--- src/sv/sfdd_pkg.sv ---
// Types, constants and register map shared by the drive controller files.
`timescale 1ns / 1ps
`default_nettype none

package sfdd_pkg;

  // Field widths
  localparam int SampleW = 16;           // every input sample field
  localparam int GainW   = 24;           // signed gains, volts per LSB * 2^24
  localparam int ErrW    = SampleW + 1;  // exact difference of two samples
  localparam int ProdW   = ErrW + GainW; // exact error * gain
  localparam int SumW    = ProdW + 2;    // exact sum of four products
  localparam int FracW   = 16;           // shift from sum to 1/256 V
  localparam int VoltW   = SumW - FracW; // voltage before clamping
  localparam int DriveW  = 13;           // drive_voltage port width
  localparam int StatW   = 2;
  localparam int WinW    = 15;
  localparam int DbandW  = 12;
  localparam int CfgIdxW = 4;
  localparam int CfgDatW = 24;

  localparam logic signed [VoltW-1:0] VoltLimit = VoltW'(3072);

  // Register map
  localparam logic [CfgIdxW-1:0] RegGainCartPosition  = 4'd0;
  localparam logic [CfgIdxW-1:0] RegGainPendulumAngle = 4'd1;
  localparam logic [CfgIdxW-1:0] RegGainCartVelocity  = 4'd2;
  localparam logic [CfgIdxW-1:0] RegGainPendulumRate  = 4'd3;
  localparam logic [CfgIdxW-1:0] RegAngleTarget       = 4'd4;
  localparam logic [CfgIdxW-1:0] RegPositionWindow    = 4'd5;
  localparam logic [CfgIdxW-1:0] RegAngleWindow       = 4'd6;
  localparam logic [CfgIdxW-1:0] RegVoltageDeadband   = 4'd7;

  // Reset values
  localparam logic signed [GainW-1:0]   RstGainCartPosition  = 24'sd29308;
  localparam logic signed [GainW-1:0]   RstGainPendulumAngle = 24'sd82458;
  localparam logic signed [GainW-1:0]   RstGainCartVelocity  = 24'sd15258;
  localparam logic signed [GainW-1:0]   RstGainPendulumRate  = -24'sd8677;
  localparam logic signed [SampleW-1:0] RstAngleTarget       = 16'sd12868;
  localparam logic [WinW-1:0]           RstPositionWindow    = 15'd256;
  localparam logic [WinW-1:0]           RstAngleWindow       = 15'd71;
  localparam logic [DbandW-1:0]         RstVoltageDeadband   = 12'd256;

  // drive_status codes
  localparam logic [StatW-1:0] StatNormal   = 2'd0;
  localparam logic [StatW-1:0] StatWindow   = 2'd1;
  localparam logic [StatW-1:0] StatDeadband = 2'd2;
  localparam logic [StatW-1:0] StatClamped  = 2'd3;

  typedef logic signed [ErrW-1:0]  err_t;
  typedef logic signed [ProdW-1:0] prod_t;
  typedef logic signed [SumW-1:0]  sum_t;
  typedef logic signed [VoltW-1:0] volt_t;

  typedef struct packed {
    logic signed [GainW-1:0]   gain_cart_position;
    logic signed [GainW-1:0]   gain_pendulum_angle;
    logic signed [GainW-1:0]   gain_cart_velocity;
    logic signed [GainW-1:0]   gain_pendulum_rate;
    logic signed [SampleW-1:0] angle_target;
    logic [WinW-1:0]           position_window;
    logic [WinW-1:0]           angle_window;
    logic [DbandW-1:0]         voltage_deadband;
  } cfg_t;

endpackage : sfdd_pkg

`default_nettype wire

--- src/sv/sfdd_ifs.sv ---
// Handshake channel interfaces for samples, drive results and register writes.
`timescale 1ns / 1ps
`default_nettype none


interface sfdd_cfg_if;
  logic                         valid;
  logic                         ready;
  logic [sfdd_pkg::CfgIdxW-1:0] index;
  logic [sfdd_pkg::CfgDatW-1:0] data;

  modport source (output valid, index, data, input ready);
  modport sink   (input valid, index, data, output ready);
endinterface : sfdd_cfg_if

`default_nettype wire

--- src/sv/sfdd_cfg_regs.sv ---
// Configuration register file for the drive controller.
`timescale 1ns / 1ps
`default_nettype none

module sfdd_cfg_regs (
  input  wire logic         clk,
  input  wire logic         rst_n,
  sfdd_cfg_if.sink          cfg_ch,
  output sfdd_pkg::cfg_t    cfg
);
  import sfdd_pkg::*;

  cfg_t cfg_r;
  cfg_t cfg_nxt;

  // Writes are always taken; indexes past the map drop silently.
  assign cfg_ch.ready = 1'b1;

  always_comb begin
    cfg_nxt = cfg_r;
    if (cfg_ch.valid) begin
      case (cfg_ch.index)
        RegGainCartPosition:  cfg_nxt.gain_cart_position  = cfg_ch.data[GainW-1:0];
        RegGainPendulumAngle: cfg_nxt.gain_pendulum_angle = cfg_ch.data[GainW-1:0];
        RegGainCartVelocity:  cfg_nxt.gain_cart_velocity  = cfg_ch.data[GainW-1:0];
        RegGainPendulumRate:  cfg_nxt.gain_pendulum_rate  = cfg_ch.data[GainW-1:0];
        RegAngleTarget:       cfg_nxt.angle_target        = cfg_ch.data[SampleW-1:0];
        RegPositionWindow:    cfg_nxt.position_window     = cfg_ch.data[WinW-1:0];
        RegAngleWindow:       cfg_nxt.angle_window        = cfg_ch.data[WinW-1:0];
        RegVoltageDeadband:   cfg_nxt.voltage_deadband    = cfg_ch.data[DbandW-1:0];
        default: ;
      endcase
    end
  end

  always_ff @(posedge clk) begin
    if (!rst_n) begin
      cfg_r.gain_cart_position  <= RstGainCartPosition;
      cfg_r.gain_pendulum_angle <= RstGainPendulumAngle;
      cfg_r.gain_cart_velocity  <= RstGainCartVelocity;
      cfg_r.gain_pendulum_rate  <= RstGainPendulumRate;
      cfg_r.angle_target        <= RstAngleTarget;
      cfg_r.position_window     <= RstPositionWindow;
      cfg_r.angle_window        <= RstAngleWindow;
      cfg_r.voltage_deadband    <= RstVoltageDeadband;
    end else begin
      cfg_r <= cfg_nxt;
    end
  end

  assign cfg = cfg_r;

endmodule : sfdd_cfg_regs

`default_nettype wire

--- src/flat_wrapper.sv ---
// flat-port wrapper written by rule: the top's interface ports become plain ports
module sfdd_cfg_regs_flat import sfdd_pkg::*;
  (clk, rst_n, cfg, cfg_ch_valid, cfg_ch_index, cfg_ch_data, cfg_ch_ready);
  sfdd_cfg_if cfg_ch_i ();
  input  wire logic clk;
  input  wire logic rst_n;
  output sfdd_pkg::cfg_t cfg;
  input wire logic [$bits(cfg_ch_i.valid)-1:0] cfg_ch_valid;
  input wire logic [$bits(cfg_ch_i.index)-1:0] cfg_ch_index;
  input wire logic [$bits(cfg_ch_i.data)-1:0] cfg_ch_data;
  output wire logic [$bits(cfg_ch_i.ready)-1:0] cfg_ch_ready;
  assign cfg_ch_i.valid = cfg_ch_valid;
  assign cfg_ch_i.index = cfg_ch_index;
  assign cfg_ch_i.data = cfg_ch_data;
  assign cfg_ch_ready = cfg_ch_i.ready;
  sfdd_cfg_regs u_core (.clk(clk), .rst_n(rst_n), .cfg_ch(cfg_ch_i), .cfg(cfg));
endmodule
--- config.mk ---
export PLATFORM = sky130hd
export DESIGN_NAME = sfdd_cfg_regs_flat
export DESIGN_NICKNAME = d
export VERILOG_FILES = /design/src/sv/sfdd_pkg.sv /design/src/sv/sfdd_ifs.sv /design/src/sv/sfdd_cfg_regs.sv /design/src/flat_wrapper.sv
export SDC_FILE = /design/constraint.sdc
export NUM_CORES = 1
export LEC_CHECK = 0
export CORE_UTILIZATION = 43
export DETAILED_ROUTE_END_ITERATION = 8
export DONT_BUFFER_PORTS = 1
export PLACE_DENSITY = 0.69
export SETUP_SLACK_MARGIN = 0.1
export SYNTH_ARGS = -nofsm -noshare
export SYNTH_HDL_FRONTEND = slang
export SYNTH_SLANG_ARGS = --single-unit
--- constraint.sdc ---
create_clock -name clk -period 3.6 [get_ports clk]
set_clock_uncertainty 0.1 [all_clocks]
set_input_delay 0.18 -clock clk [delete_from_list [all_inputs] [get_ports clk]]
set_output_delay 0.18 -clock clk [all_outputs]
set_load 0.01 [all_outputs]
==> run summary, run 1 <==
end point of the critical path = u_core.cfg[78]
fin crit share = 66.1%
max_slew headroom = 26.9%
setup TNS = 0 ns
FF-to-FF End = u_core.cfg[78]
fmax = 0.420 GHz
post-CTS setup buffer count = 0
Routed wire per std cell = 20.6 um
Worst EP required = 3.80 ns
clk slew on worst S/H paths = 0.06 ns
core area = 13300 um2
GR Overflow Total = 0
DRC Markers = 0
I/O Buffers = 0
Post-Syn Area per Cell = 10.2 um2
most frequent cells in the layout = dfxtp_1 (154), mux2i_1 (135), nand2_1 (126), nor2b_1 (48), dlygate4sd3_1 (40)
Worst Slack Setup Final = 1.22 ns
VDD IR max = 0.320 mV
detailed placement HPWL = 10.6 mm
antenna viol nets, final = 0
area added between synthesis and finish = 17.9%
H-tree depth = 4
Root Buffer = clkbuf_16
commonest non-fill, non-tap cell in the layout = dfxtp_1
Clock Sinks = 154
first-pass GRT wire length = 25.0 mm
r2r setup slk = 2.20 ns
Post-Syn Nets = 611
minimum clock period = 2.38 ns
nets = 630
Synth Warn # = 0
crit path kind = input pin to flip-flop
antenna cells = 0
WP data arrival = 2.58 ns
RSZ-0062 raised after global routing = no
Die Wd = 119 um
Starting Density = 44.3%
total track usage = 23.6%
DRT Pass-1 Iters = 5
CTS resizes = 0
Slew @ Worst Pin = 1.10 ns
min-delay worst type = input pin to flip-flop
status = complete, but fails checks
Critical Path Source Type = input pin
Core Rows = 42
failing checks = negative hold slack
crit-path max FO = 17
Seq/Total Area, Yosys = 52.3%
PD cells = 539 nW/um2
Mapped Area = 5890 um2
Yosys cell types = 26
maxcap violations = 0
TritonCTS clock tree = done
WHS = -0.00444 ns
Hold Vio Cnt, Final = 1
GPL Wtd Cong = 0.782
fraction of final layout cells sized beyond drive strength 1 = 6.89%
Mapped Cells = 580
largest net degree at the start of global routing = 178
Setup Slack @ Placement = 1.36 ns
Setup Viol. Count Final = 0
reg2reg start = u_core.cfg[78]
Worst setup EP type = flip-flop
I/O pins = 186
R2R depth = 3
routed wire length = 16.2 mm
latest clock arrival within the worst-skew pair = 0.41 ns
via density per instance = 5.33
number of flip-flops in the largest register = 154
number of global-route vias before repair = 4296
Die ar. = 14200 um2
CTS max path bufs = 2
CTS hold repair buffers = 41
FF+latch count, synth = 154
Leak Pwr = 3.02 nW
DRC violation total after the first TritonRoute iteration = 227
Layout Cells excl Fill = 786
die height = 119 um
DP Cell Count = 715
initial antenna violation count = 0
Vias = 4193
Critical Path Source = cfg_ch_index[2]
CTS buffer count = 17
Max Slew Vio Count = 0
[kinds of logic (layout without fill, tap and decap cells)]
group | after synthesis | in the layout | share of synthesized area (%)
AO/OA/AOI/OAI | 27 | 27 | 2.76
buffers and inverters | 54 | 84 | 4.40
flip-flops | 154 | 154 | 52.3
multiplexers | 135 | 135 | 22.9
other | 1 | 1 | 0.0637
AND/OR/NAND/NOR | 209 | 209 | 17.5
[worst min path at each step]
stage	from	end	slack, ns	cells after the start
2_1_floorplan	cfg_ch_data[16]	u_core.cfg[146]	0.24	2
3_3_place_gp	rst_n	u_core.cfg[78]	0.19	1
3_5_place_dp	rst_n	u_core.cfg[135]	0.19	1
4_1_cts	rst_n	u_core.cfg[13]	0.002	2
5_1_grt	rst_n	u_core.cfg[13]	0.02	2
6_report	cfg_ch_data[8]	u_core.cfg[66]	-0.004	2
[per-stage QoR]
stage / power, mW / util [%] / cell area, um2
2_1_floorplan: 1.90 / - / 5890
3_3_place_gp: 1.90 / 44.5 / 5920
3_5_place_dp: 1.90 / 44.5 / 5920
4_1_cts: 3.77 / 52.2 / 6950
5_1_grt: 3.87 / 52.2 / 6950
6_report: 3.74 / 52.2 / 6950
[critical path, cell delays in order]
cell and delay (ns):
nor3b_2 0.75, nor2b_2 0.86, o211ai_1 0.17, dlygate4sd3_1 0.61
[layout make-up]
class	count	area, um2
Clock inverter	8	118
Sequential cell	154	3080
Multi-Input combinational cell	372	2560
Clock buffer	22	484
Fill cell	1159	6350
Inverter	11	41.3
Tap cell	176	220
Timing Repair Buffer	43	443
[metal layers]
metal / share of wire [%] / GRT usage [%] / vias up
met1: 42 / 28.2 / 2013
met2: 47 / 37.2 / 179
li1: - / - / 1968
met3: 9.0 / 9.58 / 33
met5: 0 / 0 / -
met4: 2.4 / 10.5 / 0
[synthesized netlist by cell type]
library cell    n  share of area, %
nand2b_1        8              0.85
nand2_2         2              0.21
nor2b_1        49               5.2
buf_2          12               1.0
buf_4           7              0.89
mux2i_1       135                23
nand3b_1        1              0.13
nor3b_2         2              0.42
nand3_2         2              0.34
clkbuf_1       20               1.3
nand3_1         2              0.17
o211ai_1       11               1.4
a21oi_1        16               1.4
nor2b_4         1              0.23
inv_1          11              0.70
buf_6           2              0.38
buf_1           2              0.13
nor2_1          2              0.13
nand2_1       126               8.0
nor3_4          1              0.28
conb_1          1             0.064
nand4_1        10               1.1
nand4_2         1              0.21
dfxtp_1       154                52
and3_1          1              0.11
and2_1          1              0.11
[power breakdown]
| group | leakage, nW | total, mW | switching [mW] | internal, mW |
|---|---|---|---|---|
| registers | 1.25 | 1.76 | 0.0289 | 1.73 |
| logic | 1.48 | 0.171 | 0.104 | 0.0668 |
| clock network | 0.298 | 1.82 | 0.664 | 1.15 |
| total | 3.02 | 3.74 | 0.798 | 2.95 |
(Power assumes the default switching activity.)
==> inputs of run 2 (changes only) <==
--- a/config.mk
+++ b/config.mk
@@ -8,7 +8,7 @@
 export CORE_UTILIZATION = 43
 export DETAILED_ROUTE_END_ITERATION = 8
 export DONT_BUFFER_PORTS = 1
-export PLACE_DENSITY = 0.69
+export PLACE_DENSITY = 0.71
 export SETUP_SLACK_MARGIN = 0.1
 export SYNTH_ARGS = -nofsm -noshare
 export SYNTH_HDL_FRONTEND = slang
==> constraint.sdc (replaced) <==
create_clock -name clk -period 1.9 [get_ports clk]
set_clock_uncertainty 0.1 [all_clocks]
set_input_delay 0.095 -clock clk [delete_from_list [all_inputs] [get_ports clk]]
set_output_delay 0.095 -clock clk [all_outputs]
set_load 0.01 [all_outputs]
==> run summary, run 2 (synthesized netlist as in run 1, its figures left out) <==
Die Wd = 119 um (unchanged)
FF+latch area = 3080 um2 (unchanged)
Vias = 4749 (+13%)
Critical Path Source Type = input pin
setup TNS = 0 ns (unchanged)
DRC violation total after the first TritonRoute iteration = 269 (+19%)
fin crit share = 88.4%
Clock Sinks = 154 (unchanged)
GPL Wtd Cong = 0.814 (+4.1%)
CTS buffer count = 17 (unchanged)
Root Buffer = clkbuf_16
commonest non-fill, non-tap cell in the layout = dfxtp_1
Hold Vio Cnt, Final = 0 (-1)
I/O pins = 186 (unchanged)
Starting Density = 44.3% (unchanged)
cell-internal power = 5.97 mW (+100%)
total track usage = 27.0% (+3.4 points)
Leak Pwr = 3.24 nW (+7.1%)
area of the multi-input gates = 2560 um2 (unchanged)
Slew @ Worst Pin = 0.575 ns (-0.521 ns)
nets = 725 (+15%)
maxcap violations = 0 (unchanged)
largest net degree at the start of global routing = 102 (-43%)
hold path depth = 2 (unchanged)
I/O Buffers = 0 (unchanged)
die height = 119 um (unchanged)
H-tree depth = 4 (unchanged)
via density per instance = 5.38 (+0.82%)
CTS max path bufs = 2 (unchanged)
fmax = 0.596 GHz
fraction of final layout cells sized beyond drive strength 1 = 7.21% (+0.33 points)
VDD IR max = 0.563 mV (+76%)
area added between synthesis and finish = 35.6%
detailed placement HPWL = 10.9 mm (+2.4%)
Die ar. = 14200 um2 (unchanged)
DRC Markers = 0 (unchanged)
CTS resizes = 0 (unchanged)
Setup Viol. Count Final = 0 (unchanged)
number of global-route vias before repair = 5031 (+17%)
max_slew headroom = 61.5% (+35 points)
first-pass GRT wire length = 28.7 mm (+15%)
antenna cells = 0 (unchanged)
Power Total = 7.59 mW (+100%)
crit path kind = input pin to flip-flop
PD cells = 951 nW/um2 (+76%)
R2R depth = 4 (+1)
Routed wire per std cell = 21.1 um (+2.5%)
most frequent cells in the layout = dfxtp_1 (154), mux2i_1 (135), dlygate4sd3_1 (129), nand2_1 (126), nor2b_1 (48)
clock share of power = 51.8% (+3.3 points)
DRT Pass-1 Iters = 5 (unchanged)
crit-path max FO = 16 (-1)
Worst setup EP type = flip-flop
number of flip-flops in the largest register = 154 (unchanged)
switch share = 21.4% (+0.092 points)
Worst EP required = 2.16 ns (-1.64 ns)
min-delay worst type = input pin to flip-flop
RSZ-0062 raised after global routing = no
Max Slew Vio Count = 0 (unchanged)
antenna viol nets, final = 0 (unchanged)
core area = 13300 um2 (unchanged)
minimum clock period = 1.68 ns
routed wire length = 18.7 mm (+15%)
sequential share of power = 43.9% (-3.0 points)
WP data arrival = 1.94 ns (-0.64 ns)
TritonCTS clock tree = done
P_sw = 1.63 mW (+100%)
status = complete, no violations
Core Rows = 42 (unchanged)
latest clock arrival within the worst-skew pair = 0.43 ns (+0.02 ns)
clk slew on worst S/H paths = 0.06 ns (about the same)
GR Overflow Total = 0 (unchanged)
FILL cells = 1072 (-7.5%)
initial antenna violation count = 0 (unchanged)
combinational fraction of design power = 4.3% (-0.3 points)
[run 2: cell count changes in the layout (fill, tap and decap cells not counted), sizes merged]
cell         previous run  this run
clkbuf                 22        19
clkinv                  4         3
clkinvlp                1         2
dlygate4sd3            40       129
inv                    11        13
bufinv                  3         6
buf                     3         9
[run 2: final timing paths]
kind | start | to | slack (ns)
min | cfg_ch_data[2] | u_core.cfg[108] | 0.008
min reg2reg | u_core.cfg[113] | u_core.cfg[113] | 0.42
max | cfg_ch_valid | u_core.cfg[136] | 0.22
max reg2reg | u_core.cfg[136] | u_core.cfg[136] | 0.45
[run 2: critical path, cell delays in order]
cell	delay [ns]
nor2b_4	0.22
dlygate4sd3_1	0.80
a21oi_1	0.11
dlygate4sd3_1	0.58
a21oi_1	0.12
[run 2: layout make-up]
type                       instances  share of cell area, %
timing repair buffer             138                   17.4
clock inverter                    13                   2.99
multi-input combinational        372                   32.0
clock buffer                      19                   5.67
inverter                          11                  0.517
sequential                       154                   38.6
tap                              176                   2.76
[run 2: metal layers]
metal | GRT usage, % | vias up | part of all wire [%]
met3 | 9.77 | 43 | 8.5
met5 | 0 | - | 0
met2 | 44.7 | 199 | 49
met1 | 31.0 | 2357 | 40
met4 | 12.0 | 0 | 2.5
li1 | - | 2150 | -
[run 2: power by group through the flow]
stage	combinational, mW	clock, mW	sequential [mW]
final	0.329	3.93	3.33
after CTS	0.324	3.98	3.33
after detailed placement	0.210	0	3.40
after floorplan	0.214	0	3.39
after global placement	0.204	0	3.40
after global routing	0.353	4.13	3.33
[run 2: repair_timing]
action,4_1_cts,5_1_grt
hold buffers,130,1
setup endpoints to repair,0,1
endpoints found under the hold margin,154,1
buffers inserted,0,0
[run 2: metrics by stage]
step	cell area [um2]	util, %	setup slack [ns]	hold WS (ns)	instances
2_1_floorplan	5890	-	0.715	0.157	580
5_1_grt	7980	60.1	0.111	0.0258	883
3_3_place_gp	5970	44.9	0.407	0.112	721
3_5_place_dp	5970	44.9	0.314	0.107	721
6_report	7980	60.1	0.221	0.00817	883
4_1_cts	7980	60.1	0.197	0.0235	883
==> inputs of run 3 (changes only) <==
--- a/config.mk
+++ b/config.mk
@@ -8,7 +8,7 @@
 export CORE_UTILIZATION = 43
 export DETAILED_ROUTE_END_ITERATION = 8
 export DONT_BUFFER_PORTS = 1
-export PLACE_DENSITY = 0.71
+export PLACE_DENSITY = 0.69
 export SETUP_SLACK_MARGIN = 0.1
 export SYNTH_ARGS = -nofsm -noshare
 export SYNTH_HDL_FRONTEND = slang
==> constraint.sdc (replaced) <==
create_clock -name clk -period 1.8 [get_ports clk]
set_clock_uncertainty 0.1 [all_clocks]
set_input_delay 0.09 -clock clk [delete_from_list [all_inputs] [get_ports clk]]
set_output_delay 0.09 -clock clk [all_outputs]
set_load 0.01 [all_outputs]
==> run summary, run 3 (synthesized netlist as in run 1, its figures left out) <==
WP depth = 5 (unchanged)
Routed wire per std cell = 20.1 um (-4.7%)
total track usage = 26.2% (-0.78 points)
Starting Density = 44.3% (unchanged)
Worst setup EP type = flip-flop
largest net degree at the start of global routing = 108 (+5.9%)
crit path max-delay cell type = dlygate4sd3_1
I/O pins = 186 (unchanged)
antenna viol nets, final = 0 (unchanged)
latest clock arrival within the worst-skew pair = 0.41 ns (-0.02 ns)
detailed placement HPWL = 10.5 mm (-3.6%)
WP data arrival = 1.66 ns (-0.28 ns)
most frequent cells in the layout = dfxtp_1 (154), mux2i_1 (135), dlygate4sd3_1 (132), nand2_1 (126), nor2b_1 (48)
CTS resizes = 0 (unchanged)
CP bufs+invs = 2 (unchanged)
nets = 729 (+0.55%)
Vias = 4714 (-0.74%)
GPL Wtd Cong = 0.822 (+1.0%)
Clock Sinks = 154 (unchanged)
TritonCTS clock tree = done
core area = 13300 um2 (unchanged)
FF-to-FF End = u_core.cfg[132]
CTS buffer count = 17 (unchanged)
Setup Slack @ Placement = 0.428 ns (+0.114 ns)
R2R depth = 4 (unchanged)
Max Slew Vio Count = 0 (unchanged)
Leak Pwr = 3.19 nW (-1.5%)
Die ar. = 14200 um2 (unchanged)
PD cells = 914 nW/um2 (-3.9%)
CTS hold repair buffers = 133 (+2.3%)
r2r setup slk = 0.35 ns (-0.10 ns)
reg2reg start = u_core.cfg[132]
via density per instance = 5.32 (-1.1%)
CTS max path bufs = 2 (unchanged)
routed wire length = 17.8 mm (-4.4%)
DRT Pass-1 Iters = 4 (-1)
Critical Path Source = cfg_ch_valid
slowest stage delay, CP = 0.77 ns (-0.03 ns)
FILL cells = 1113 (+3.8%)
Worst EP required = 1.97 ns (-0.19 ns)
clk slew on worst S/H paths = 0.06 ns (about the same)
post-CTS setup buffer count = 0 (unchanged)
I/O Buffers = 0 (unchanged)
initial antenna violation count = 0 (unchanged)
RSZ-0062 raised after global routing = no
setup TNS = 0 ns (unchanged)
die height = 119 um (unchanged)
crit-path max FO = 20 (+4)
Critical Path Source Type = input pin
fraction of final layout cells sized beyond drive strength 1 = 6.76% (-0.45 points)
DRC Markers = 0 (unchanged)
Hold Vio Cnt, Final = 0 (unchanged)
Die Wd = 119 um (unchanged)
dpl cell area = 5980 um2 (+0.13%)
status = complete, no violations
max_slew headroom = 63.1% (+1.6 points)
post-route cell area = 7880 um2 (-1.3%)
minimum clock period = 1.48 ns
area added between synthesis and finish = 33.8%
VDD IR max = 0.648 mV (+15%)
DRC violation total after the first TritonRoute iteration = 279 (+3.7%)
worst path cell trace = nor2b_4 > dlygate4sd3_1 > nand2_2 > buf_12 > mux2i_1
commonest non-fill, non-tap cell in the layout = dfxtp_1
maxcap violations = 0 (unchanged)
H-tree depth = 4 (unchanged)
end point of the critical path = u_core.cfg[113]
crit path kind = input pin to flip-flop
fmax = 0.674 GHz
min-delay worst type = input pin to flip-flop
Worst Slack Setup Final = 0.316 ns (+0.0955 ns)
GR Overflow Total = 0 (unchanged)
Power Total = 7.20 mW (-5.2%)
number of flip-flops in the largest register = 154 (unchanged)
Slew @ Worst Pin = 0.551 ns (-0.0239 ns)
first-pass GRT wire length = 28.2 mm (-1.5%)
Core Rows = 42 (unchanged)
Setup Viol. Count Final = 0 (unchanged)
fin crit share = 82.4%
number of global-route vias before repair = 5096 (+1.3%)
CP delay by family, top = buffers and inverters
antenna cells = 0 (unchanged)
Root Buffer = clkbuf_16
[run 3: changes by cell type in the layout (fill, tap and decap cells not counted), moves of 2 or more]
| cell | change |
|---|---|
| bufinv_16 | -5 |
| clkbuf_1 | +3 |
| clkinv_2 | +5 |
| clkinv_4 | -3 |
| dlygate4sd3_1 | +3 |
| inv_6 | -2 |
[run 3: worst min-delay path: stages]
cell,delay [ns]
nand3_1,0.05
buf_4,0.24
mux2i_1,0.10
[run 3: how the worst min path moves through the flow]
stage / start / end / slack (ns) / depth (start not counted)
final: cfg_ch_index[2] / u_core.cfg[45] / 0.02 / 3
after global routing: cfg_ch_index[2] / u_core.cfg[53] / 0.02 / 3
after CTS: cfg_ch_index[2] / u_core.cfg[53] / 0.02 / 3
after detailed placement: rst_n / u_core.cfg[78] / 0.1 / 1
after global placement: rst_n / u_core.cfg[135] / 0.11 / 1
after floorplan: cfg_ch_data[16] / u_core.cfg[146] / 0.15 / 2
[run 3: per-layer routing]
| metal | wire length, um | track usage, % | vias up |
|---|---|---|---|
| met3 | 1580 | 10.1 | 50 |
| li1 | - | - | 2161 |
| met5 | 0 | 0 | - |
| met4 | 734 | 14.8 | 0 |
| met1 | 7060 | 28.9 | 2304 |
| met2 | 8470 | 43.0 | 199 |
[run 3: through the flow]
stage / hold WS (ns) / utilization (%) / instances
final: 0.0198 / 59.3 / 886
after global placement: 0.105 / 45.0 / 722
after detailed placement: 0.0987 / 45.0 / 722
after CTS: 0.0185 / 59.3 / 886
after global routing: 0.0202 / 59.3 / 886
after floorplan: 0.152 / - / 580
[run 3: cell type report]
| class | instances | area, um2 | share of cell area [%] |
|---|---|---|---|
| Sequential cell | 154 | 3080 | 39.1 |
| Multi-Input combinational cell | 372 | 2560 | 32.4 |
| Timing Repair Buffer | 142 | 1430 | 18.1 |
| Clock buffer | 23 | 478 | 6.07 |
| Tap cell | 176 | 220 | 2.80 |
| Clock inverter | 8 | 70.1 | 0.889 |
| Inverter | 11 | 41.3 | 0.524 |
[run 3: where the power goes]
| part | internal [mW] | leakage [nW] | switching [mW] |
|---|---|---|---|
| combinational | 0.162 | 1.67 | 0.187 |
| sequential | 3.46 | 1.25 | 0.0584 |
| clock | 1.99 | 0.269 | 1.34 |
| total | 5.61 | 3.19 | 1.59 |
